$ cat src/rtl/vms_pkg.sv
`timescale 1ns / 1ps
package vms_pkg;

	localparam int GRID_SIZE = 32;
	localparam int CW        = $clog2(GRID_SIZE);
	localparam int AW        = 3 * CW;
	localparam int DEPTH     = 1 << AW;
	// Wide enough for (c +/- h) * GRID_SIZE + 65535 at GRID_SIZE up to 128
	localparam int PW        = 28;
	localparam int FRAC_BITS = 16;

	localparam logic [1:0] KIND_SPLAT = 2'd0;
	localparam logic [1:0] KIND_READ  = 2'd1;
	localparam logic [1:0] KIND_CLEAR = 2'd2;

	typedef struct packed {
		logic load;
		logic corner;
		logic walk_init;
		logic walk_step;
		logic clr_init;
		logic clr_step;
		logic rd_issue;
		logic out_load;
	} cmd_t;

	typedef struct packed {
		logic walk_last;
		logic clr_last;
	} sts_t;

	function automatic logic [CW-1:0] clamp_grid(input logic signed [PW-1:0] v);
		logic [CW-1:0] r;
		if (v < 0) begin
			r = '0;
		end else if (v > PW'(GRID_SIZE - 1)) begin
			r = CW'(GRID_SIZE - 1);
		end else begin
			r = v[CW-1:0];
		end
		return r;
	endfunction

	// floor((c - h) * GRID_SIZE / 65536), clamped
	function automatic logic [CW-1:0] lo_corner(input logic signed [17:0] c,
		input logic [15:0] h);
		logic signed [PW-1:0] s;
		s = PW'(c) - PW'($signed({1'b0, h}));
		s = s * PW'(GRID_SIZE);
		return clamp_grid(s >>> FRAC_BITS);
	endfunction

	// ceil((c + h) * GRID_SIZE / 65536), clamped
	function automatic logic [CW-1:0] hi_corner(input logic signed [17:0] c,
		input logic [15:0] h);
		logic signed [PW-1:0] s;
		s = PW'(c) + PW'($signed({1'b0, h}));
		s = s * PW'(GRID_SIZE);
		s = s + PW'((1 << FRAC_BITS) - 1);
		return clamp_grid(s >>> FRAC_BITS);
	endfunction

	// A fresh value with the sign bit set never wins
	function automatic logic [31:0] max_bits(input logic [31:0] stored,
		input logic [31:0] fresh);
		logic [31:0] r;
		if (fresh[31]) begin
			r = stored;
		end else if (fresh > stored) begin
			r = fresh;
		end else begin
			r = stored;
		end
		return r;
	endfunction

endpackage

$ cat src/rtl/vms_ctrl.sv
`timescale 1ns / 1ps
module vms_ctrl (
	input  logic          clk,
	input  logic          arst_n,
	input  logic          in_valid,
	output logic          in_ready,
	input  logic [1:0]    kind,
	output logic          out_valid,
	input  logic          out_ready,
	output vms_pkg::cmd_t cmd,
	input  vms_pkg::sts_t sts
);
	import vms_pkg::*;

	localparam logic [2:0] ST_CLRI   = 3'd0;
	localparam logic [2:0] ST_CLR    = 3'd1;
	localparam logic [2:0] ST_IDLE   = 3'd2;
	localparam logic [2:0] ST_CORNER = 3'd3;
	localparam logic [2:0] ST_INIT   = 3'd4;
	localparam logic [2:0] ST_WALK   = 3'd5;
	localparam logic [2:0] ST_RD     = 3'd6;
	localparam logic [2:0] ST_DONE   = 3'd7;

	logic [2:0] state_q, state_d;
	logic       owe_q;
	logic       out_valid_q;
	logic       accept;
	logic       out_free;

	assign in_ready  = (state_q == ST_IDLE);
	assign accept    = in_valid && in_ready;
	assign out_free  = !out_valid_q || out_ready;
	assign out_valid = out_valid_q;

	always_comb begin
		state_d = state_q;
		cmd     = '0;
		unique case (state_q)
			ST_CLRI: begin
				cmd.clr_init = 1'b1;
				state_d      = ST_CLR;
			end
			ST_CLR: begin
				cmd.clr_step = 1'b1;
				if (sts.clr_last) begin
					state_d = owe_q ? ST_DONE : ST_IDLE;
				end
			end
			ST_IDLE: begin
				if (accept) begin
					cmd.load = 1'b1;
					unique case (kind)
						KIND_SPLAT: state_d = ST_CORNER;
						KIND_READ:  state_d = ST_RD;
						KIND_CLEAR: state_d = ST_CLRI;
						default:    state_d = ST_DONE;
					endcase
				end
			end
			ST_CORNER: begin
				cmd.corner = 1'b1;
				state_d    = ST_INIT;
			end
			ST_INIT: begin
				cmd.walk_init = 1'b1;
				state_d       = ST_WALK;
			end
			ST_WALK: begin
				cmd.walk_step = 1'b1;
				if (sts.walk_last) begin
					state_d = ST_DONE;
				end
			end
			ST_RD: begin
				cmd.rd_issue = 1'b1;
				state_d      = ST_DONE;
			end
			ST_DONE: begin
				// Hold until the output register is free
				if (out_free) begin
					cmd.out_load = 1'b1;
					state_d      = ST_IDLE;
				end
			end
			default: state_d = ST_CLRI;
		endcase
	end

	always_ff @(posedge clk or negedge arst_n) begin
		if (!arst_n) begin
			state_q     <= ST_CLRI;
			owe_q       <= 1'b0;
			out_valid_q <= 1'b0;
		end else begin
			state_q <= state_d;
			if (accept) begin
				owe_q <= 1'b1;
			end else if (cmd.out_load) begin
				owe_q <= 1'b0;
			end
			if (cmd.out_load) begin
				out_valid_q <= 1'b1;
			end else if (out_ready) begin
				out_valid_q <= 1'b0;
			end
		end
	end

endmodule
$ cat config.mk
export PLATFORM = sky130hd
export DESIGN_NAME = vms_ctrl
export DESIGN_NICKNAME = d
export VERILOG_FILES = /design/src/rtl/vms_pkg.sv /design/src/rtl/vms_ctrl.sv
export SDC_FILE = /design/constraint.sdc
export NUM_CORES = 1
export LEC_CHECK = 0
export BUFFER_PORTS_ARGS = -buffer_cell sky130_fd_sc_hd__clkbuf_2
export CORE_AREA = 2 2 39 41
export CTS_CLUSTER_SIZE = 8
export DETAILED_ROUTE_END_ITERATION = 8
export DIE_AREA = 0 0 41 43
export PLACE_DENSITY = 0.67
export RECOVER_POWER = 100
export SLEW_MARGIN = 20
export SYNTH_ARGS = -nofsm -noshare
export SYNTH_HDL_FRONTEND = slang
export SYNTH_SLANG_ARGS = --single-unit
$ cat constraint.sdc
create_clock -name clk -period 1.9 [get_ports clk]
set_input_delay 0.285 -clock clk [delete_from_list [all_inputs] [get_ports clk]]
set_output_delay 0.285 -clock clk [all_outputs]
set_load 0.01 [all_outputs]
==> results of run 1 <==
==> per-layer routing <==
metal | global-route usage, % | part of all wire (%)
met5 | 0 | 0
met4 | 7.33 | 0
met3 | 4.71 | 6.3
met2 | 17.8 | 50
met1 | 15.3 | 44
==> layout by cell type, fill, tap and decap left out, types with 4 or more instances in the layout <==
cell type  netlist  layout
nor2_1           7       7
a31oi_1          4       4
o21ai_0          6       6
dfrtp_1          5       4
clkbuf_1         0      10
inv_1            4       4
clkbuf_2         0       8
nor3_1           5       5
a21oi_1          5       5
==> cell usage after synthesis (all sizes together) <==
cell	instances
nor2	7
nor3	5
o311a	1
ha	3
a211oi	1
nor2b	1
buf	5
nand2	2
a21oi	5
dfrtp	5
nand3	2
o22ai	1
o21ai	6
and2	2
a211o	1
a31oi	4
inv	4
nand2b	1
==> worst reg2reg max path, cell delays in order, from the launching register on <==
cell and delay [ns]:
dfrtp_1 0.54, inv_1 0.18, a211o_1 0.30, a31oi_1 0.17, o22ai_1 0.10
==> worst paths after layout <==
path / startpoint / end / slack (ns) / depth (start not counted)
setup / recovery: state_q[2]$_DFFE_PN0P_ / cmd[7] / 0.16 / 5
hold / removal: sts[0] / state_q[1]$_DFFE_PN0P_ / 0.38 / 3
setup reg to reg: state_q[2]$_DFFE_PN0P_ / state_q[2]$_DFFE_PN0P_ / 0.48 / 4
hold reg to reg: owe_q$_DFFE_PN0P_ / owe_q$_DFFE_PN0P_ / 0.57 / 2
max in group asynchronous: arst_n / state_q[1]$_DFFE_PN0P_ / 1.22 / 2
min in group asynchronous: arst_n / out_valid$_DFFE_PN0P_ / 0.43 / 2
==> through the flow <==
step	hold WS, ns	std cells	area, um^2
floorplan	-0.0106	56	414
global placement	0.108	85	497
detailed placement	0.109	85	497
CTS	0.374	90	533
global route	0.400	90	523
finish	0.379	90	523
==> sequential cells by signal, indices dropped and copies added, names as in the netlist <==
signal	flops
out_valid	1
state_q	3
owe_q	1
==> where the power goes <==
| group | switching [mW] | internal, mW |
|---|---|---|
| sequential | 0.0965 | 0.163 |
| clock | 0.0472 | 0.0796 |
| combinational | 0.257 | 0.178 |
==> final cells by class <==
cell class / count / share of cell area [%]
multi-input combinational: 42 / 46.7
timing repair buffer: 19 / 17.5
clock buffer: 4 / 5.02
sequential: 5 / 24.2
inverter: 4 / 2.87
tap: 16 / 3.83
==> cell families after synthesis <==
| kind of cell | Yosys count |
|---|---|
| adder cells (fa/ha/maj) | 3 |
| AO/OA/AOI/OAI | 19 |
| AND/OR/NAND/NOR | 20 |
| buffers and inverters | 9 |
| flip-flops | 5 |
==> repair_timing <==
item | in CTS | in global routing
endpoints found under the hold margin | 5 | 0
setup endpoints to repair | 0 | 1
gates resized for setup | 0 | 1
hold buffers | 1 | 0
==> impl_summary.log, run 1 <==
[metrics] combined global-route utilization of all metal layers: 12.5%
[metrics] main area contributors after synthesis: dfrtp_1 (30%), ha_1 (9.1%), o21ai_0 (7.3%)
[metrics] Final Routed Wirelength: 1.02 mm
[metrics] syn_nets: 67
[metrics] Worst Skew: 0.00121 ns
[metrics] count of buffering cells on the critical path with inverters included: 2
[metrics] clock slew at reported path FFs: 0.04 ns
[metrics] share of the cycle needed by the critical path after routing: 91.6%
[metrics] total overflow reported by the global router: 0
[metrics] max-cap viol count: 0
[metrics] fraction of the mapped netlist area in adder cells: 9.06%
[metrics] post-route antenna net violation count: 0
[metrics] average wire per cell in the routed design: 11.3 um
[metrics] Slowest cell on crit path: dfrtp_1
[metrics] Vias per Instance: 5.14
[metrics] antenna diode instance count: 0
[metrics] number of standard cells after synthesis: 56
[metrics] maximum cell stage delay along the critical path: 0.49 ns
[metrics] maximum net fanout on the critical path: 13
[metrics] multi-input gate area in the final layout: 244 um^2
[metrics] TritonCTS clock tree: built
[metrics] sequential standard cell area: 126 um^2
[metrics] area share of the largest cell type after synthesis: 30.2%
[metrics] fraction of synthesized area in multiplexers: 0%
[metrics] cell at the root of the clock tree: clkbuf_4
[metrics] area of the core: 0.00138 mm^2
[metrics] element type at the critical path end: primary output
[metrics] initial standard-cell utilization of the core: 29.9%
[metrics] transition time at the pin with the least slew margin: 0.351 ns
[metrics] Die Y: 43 um
[metrics] class of the most critical hold timing path: input port to register
[metrics] final setup violation count: 0
[metrics] number of rows created at floorplan: 14
[metrics] headroom to the max-slew limit: 76.6%
[metrics] Iter 0 DRT Violations: 13
[metrics] Avg Synthesized Cell Area: 7.40 um^2
[metrics] worst setup slack after layout: 0.160 ns
[metrics] count of nets after finishing: 86
[metrics] highest attainable clock frequency: 575 MHz
[metrics] cell taking the most area after synthesis: dfrtp_1
[metrics] Simple-Gate Fraction of Synth Area: 22.7%
[metrics] final total negative setup slack: 0 ns
[metrics] Hold Vio Cnt, Final: 0
[metrics] Port Buffers: 17
[metrics] Netlist Area Pre-Place: 414 um^2
[metrics] depth of the CTS H-tree: 1
[metrics] final max-slew violation count: 0
[metrics] die width: 41 um
[metrics] placer's final routability congestion estimate: 0.855
[metrics] cell class contributing the biggest share of worst-path delay: flip-flops
[metrics] part of the Yosys area used for sequential elements: 30.2%
[metrics] FILL cells: 159
[metrics] antenna violations before repair: 0
[metrics] wire length of the first global-routing pass: 1.47 mm
[metrics] maximum number of buffers from clock root to sink: 2
[metrics] critical path required time: 1.62 ns
[metrics] detailed placer's ending HPWL: 752 um
[metrics] Final Power: 821 uW
[metrics] RSZ-0062 raised after global routing: no
[metrics] result of the run: completed
[metrics] vias after detailed routing: 463
[metrics] count of synthesis-stage warnings from yosys: 0
[metrics] post-CTS setup buffer count: 0
[metrics] Initial DRT Pass Iterations: 4
[metrics] signed area change from the synthesized netlist to the final layout: 26.3%
[metrics] DRC errors left: 0
[metrics] worst-path cell chain: inv_1 > nand2_1 > nor2_1 > and2_1 > clkbuf_2
[metrics] Num CTS Buffers: 3
[metrics] critical path start-end classification: register to primary output
[metrics] Leakage Power: 0.242 nW
[metrics] post-layout minimum cycle time: 1.74 ns
[metrics] Max VDD drop: 0.440 mV
[metrics] ratio of total power to cell area: 1570 mW/mm^2
[metrics] vias in the first global route: 383
[metrics] fraction of final layout cells sized beyond drive strength 1: 17.6%
[metrics] number of synthesized register bits: 5
[metrics] count of different cell masters after synthesis: 19
[metrics] Synth Area in XOR/XNOR: 0%
[metrics] kind of start point of the critical path: register
[metrics] core utilization of the finished layout: 37.8%
[metrics] combinational family with the most area after synthesis: compound AO/OA/AOI/OAI gates
[metrics] number of sinks on the clock net: 5
[metrics] Ports: 18
[metrics] floorplan die area: 0.00176 mm^2
[metrics] clock insertion delay at the later pin of the skew report: 0.24 ns
[metrics] maximum number of pins on one net before global-route repair: 19
[metrics] data arrival time of the worst path: 1.46 ns
[metrics] Placement Setup Slack: 0.408 ns
[metrics] compound-gate portion of the synthesized area: 27.2%
(Power assumes the default switching activity.)
==> run 2: changes to the inputs <==
--- a/config.mk
+++ b/config.mk
@@ -12,6 +12,7 @@
 export DIE_AREA = 0 0 41 43
 export PLACE_DENSITY = 0.67
 export RECOVER_POWER = 100
+export REMOVE_ABC_BUFFERS = 1
 export SLEW_MARGIN = 20
 export SYNTH_ARGS = -nofsm -noshare
 export SYNTH_HDL_FRONTEND = slang
==> run 2 against run 1 <==
Compared with the run above: clock power decreased by 7%; register-to-register slack improved by 0.09 ns; sequential power increased by 2%; non-clock buffer count increased by 1; combinational power about the same; wire length decreased by 4.2%; critical path type unchanged; largest cell class unchanged; highest routed layer unchanged.
==> impl_summary.log, run 2 (synthesized netlist as in run 1, its figures left out) <==
[metrics] hold path endpoint: state_q[1]$_DFFE_PN0P_
[metrics] critical path required time: 1.62 ns
[metrics] post-layout minimum cycle time: 1.65 ns
[metrics] average wire per cell in the routed design: 10.7 um
[metrics] ratio of total power to cell area: 1560 mW/mm^2
[metrics] vias after detailed routing: 461
[metrics] headroom to the max-slew limit: 79.6%
[metrics] total overflow reported by the global router: 0
[metrics] Port Buffers: 17
[metrics] critical path start-end classification: register to primary output
[metrics] signed area change from the synthesized netlist to the final layout: 26.0%
[metrics] most heavily used metal layer in global routing: met2
[metrics] Worst Hold Depth: 3
[metrics] number of rows created at floorplan: 14
[metrics] wire length of the first global-routing pass: 1.71 mm
[metrics] GR met3 Demand/Resource: 1.57%
[metrics] antenna violations before repair: 0
[metrics] Worst Skew: 0.00169 ns
[metrics] grt met2 use: 20.3%
[metrics] highest attainable clock frequency: 605 MHz
[metrics] RSZ-0062 raised after global routing: no
[metrics] floorplan die area: 0.00176 mm^2
[metrics] FILL cells: 159
[metrics] post-CTS setup buffer count: 0
[metrics] met1 GRT Util: 19.0%
[metrics] min-delay src: sts[0]
[metrics] maximum net fanout on the critical path: 7
[metrics] element type at the critical path end: primary output
[metrics] initial standard-cell utilization of the core: 29.9%
[metrics] antenna diode instance count: 0
[metrics] Hold Vio Cnt, Final: 0
[metrics] Leakage Power: 0.237 nW
[metrics] die width: 41 um
[metrics] leading cell type in the layout, fill and taps excluded: clkbuf_1
[metrics] launching point of the worst reg2reg path: state_q[2]$_DFFE_PN0P_
[metrics] area of the core: 0.00138 mm^2
[metrics] Final Routed Wirelength: 977 um
[metrics] number of sinks on the clock net: 5
[metrics] final setup violation count: 0
[metrics] detailed placer's ending HPWL: 738 um
[metrics] class of the most critical hold timing path: input port to register
[metrics] Iter 0 DRT Violations: 22
[metrics] data arrival time of the worst path: 1.37 ns
[metrics] Worst R2R End: state_q[2]$_DFFE_PN0P_
[metrics] post-route antenna net violation count: 0
[metrics] register bank with the most flops: state_q
[metrics] vias in the first global route: 421
[metrics] kind of start point of the critical path: register
[metrics] combined global-route utilization of all metal layers: 14.0%
[metrics] final total negative setup slack: 0 ns
[metrics] maximum number of pins on one net before global-route repair: 19
[metrics] clock slew at reported path FFs: 0.04 ns
[metrics] count of nets after finishing: 87
[metrics] Ports: 18
[metrics] result of the run: completed
[metrics] Die Y: 43 um
[metrics] flip-flop count of the largest register, all copies and words added: 3
[metrics] Vias per Instance: 5.07
[metrics] TritonCTS clock tree: built
[metrics] maximum number of buffers from clock root to sink: 2
[metrics] transition time at the pin with the least slew margin: 0.306 ns
[metrics] share of the cycle needed by the critical path after routing: 87.0%
[metrics] Register-to-Register Setup Slack: 0.57 ns
[metrics] placer's final routability congestion estimate: 0.858
[metrics] depth of the CTS H-tree: 1
[metrics] final max-slew violation count: 0
[metrics] Max VDD drop: 0.412 mV
[metrics] clock insertion delay at the later pin of the skew report: 0.24 ns
[metrics] reg2reg path depth: 4
[metrics] highest-count cells in the layout ignoring fill and taps: clkbuf_1 (13), nor2_1 (7), clkbuf_2 (7)
[metrics] Num CTS Buffers: 3
[metrics] Hold Slack: 0.372 ns
[metrics] Initial DRT Pass Iterations: 4
[metrics] fraction of final layout cells sized beyond drive strength 1: 14.7%
[metrics] max-cap viol count: 0
[metrics] cell at the root of the clock tree: clkbuf_4
[metrics] DRC errors left: 0
## run 2: final cells by class
type,instances,area (um^2),area share (%)
clock buffers,4,26.3,5.04
repair buffers,20,90.1,17.3
inverters,4,15.0,2.88
multi-input cells,42,244,46.8
well taps,16,20.0,3.84
flip-flops and latches,5,126,24.2
## run 2: per-layer routing
layer  share of wire, %  vias up  wire length [um]
li1                   -      235                 -
met1                 45      211               443
met2                 48       15               466
met3                6.8        0                66
met4                  0        0                 0
met5                  0        -                 0
## run 2: critical path, stage by stage (launching register included)
cell	delay, ns
dfrtp_1	0.43
inv_1	0.18
nand2_1	0.12
nor2_1	0.14
and2_0	0.14
clkbuf_2	0.12
## run 2: where the power goes
group          switching [mW]  total (mW)  internal (mW)
registers               0.100       0.263          0.163
clock network          0.0388       0.118         0.0791
logic                   0.261       0.432          0.171
## run 2: stage by stage
| stage | utilization [%] | worst slack [ns] | std cells | instance area [um^2] | power [mW] |
|---|---|---|---|---|---|
| 2_1_floorplan | - | 0.476 | 51 | 384 | 0.539 |
| 3_3_place_gp | 36.4 | 0.445 | 86 | 504 | 0.714 |
| 3_5_place_dp | 36.4 | 0.392 | 86 | 504 | 0.725 |
| 4_1_cts | 39.1 | 0.130 | 91 | 541 | 0.854 |
| 5_1_grt | 37.7 | 0.0787 | 91 | 522 | 0.921 |
| 6_report | 37.7 | 0.247 | 91 | 522 | 0.813 |
## run 2: what timing repair did
action / in CTS / in global routing
setup endpoints to repair: 0 / 1
hold buffers: 1 / 0
hold endpoints to repair: 5 / 0
gates resized for setup: 0 / 1
## run 2: worst max-delay path by stage
| stage | from | end | slack [ns] |
|---|---|---|---|
| after global placement | state_q[1]$_DFFE_PN0P_ | cmd[7] | 0.45 |
| after CTS | state_q[1]$_DFFE_PN0P_ | cmd[7] | 0.13 |
| after floorplan | state_q[2]$_DFFE_PN0P_ | cmd[7] | 0.48 |
| after detailed placement | state_q[1]$_DFFE_PN0P_ | cmd[7] | 0.39 |
| final | state_q[2]$_DFFE_PN0P_ | cmd[7] | 0.25 |
| after global routing | state_q[2]$_DFFE_PN0P_ | cmd[7] | 0.08 |
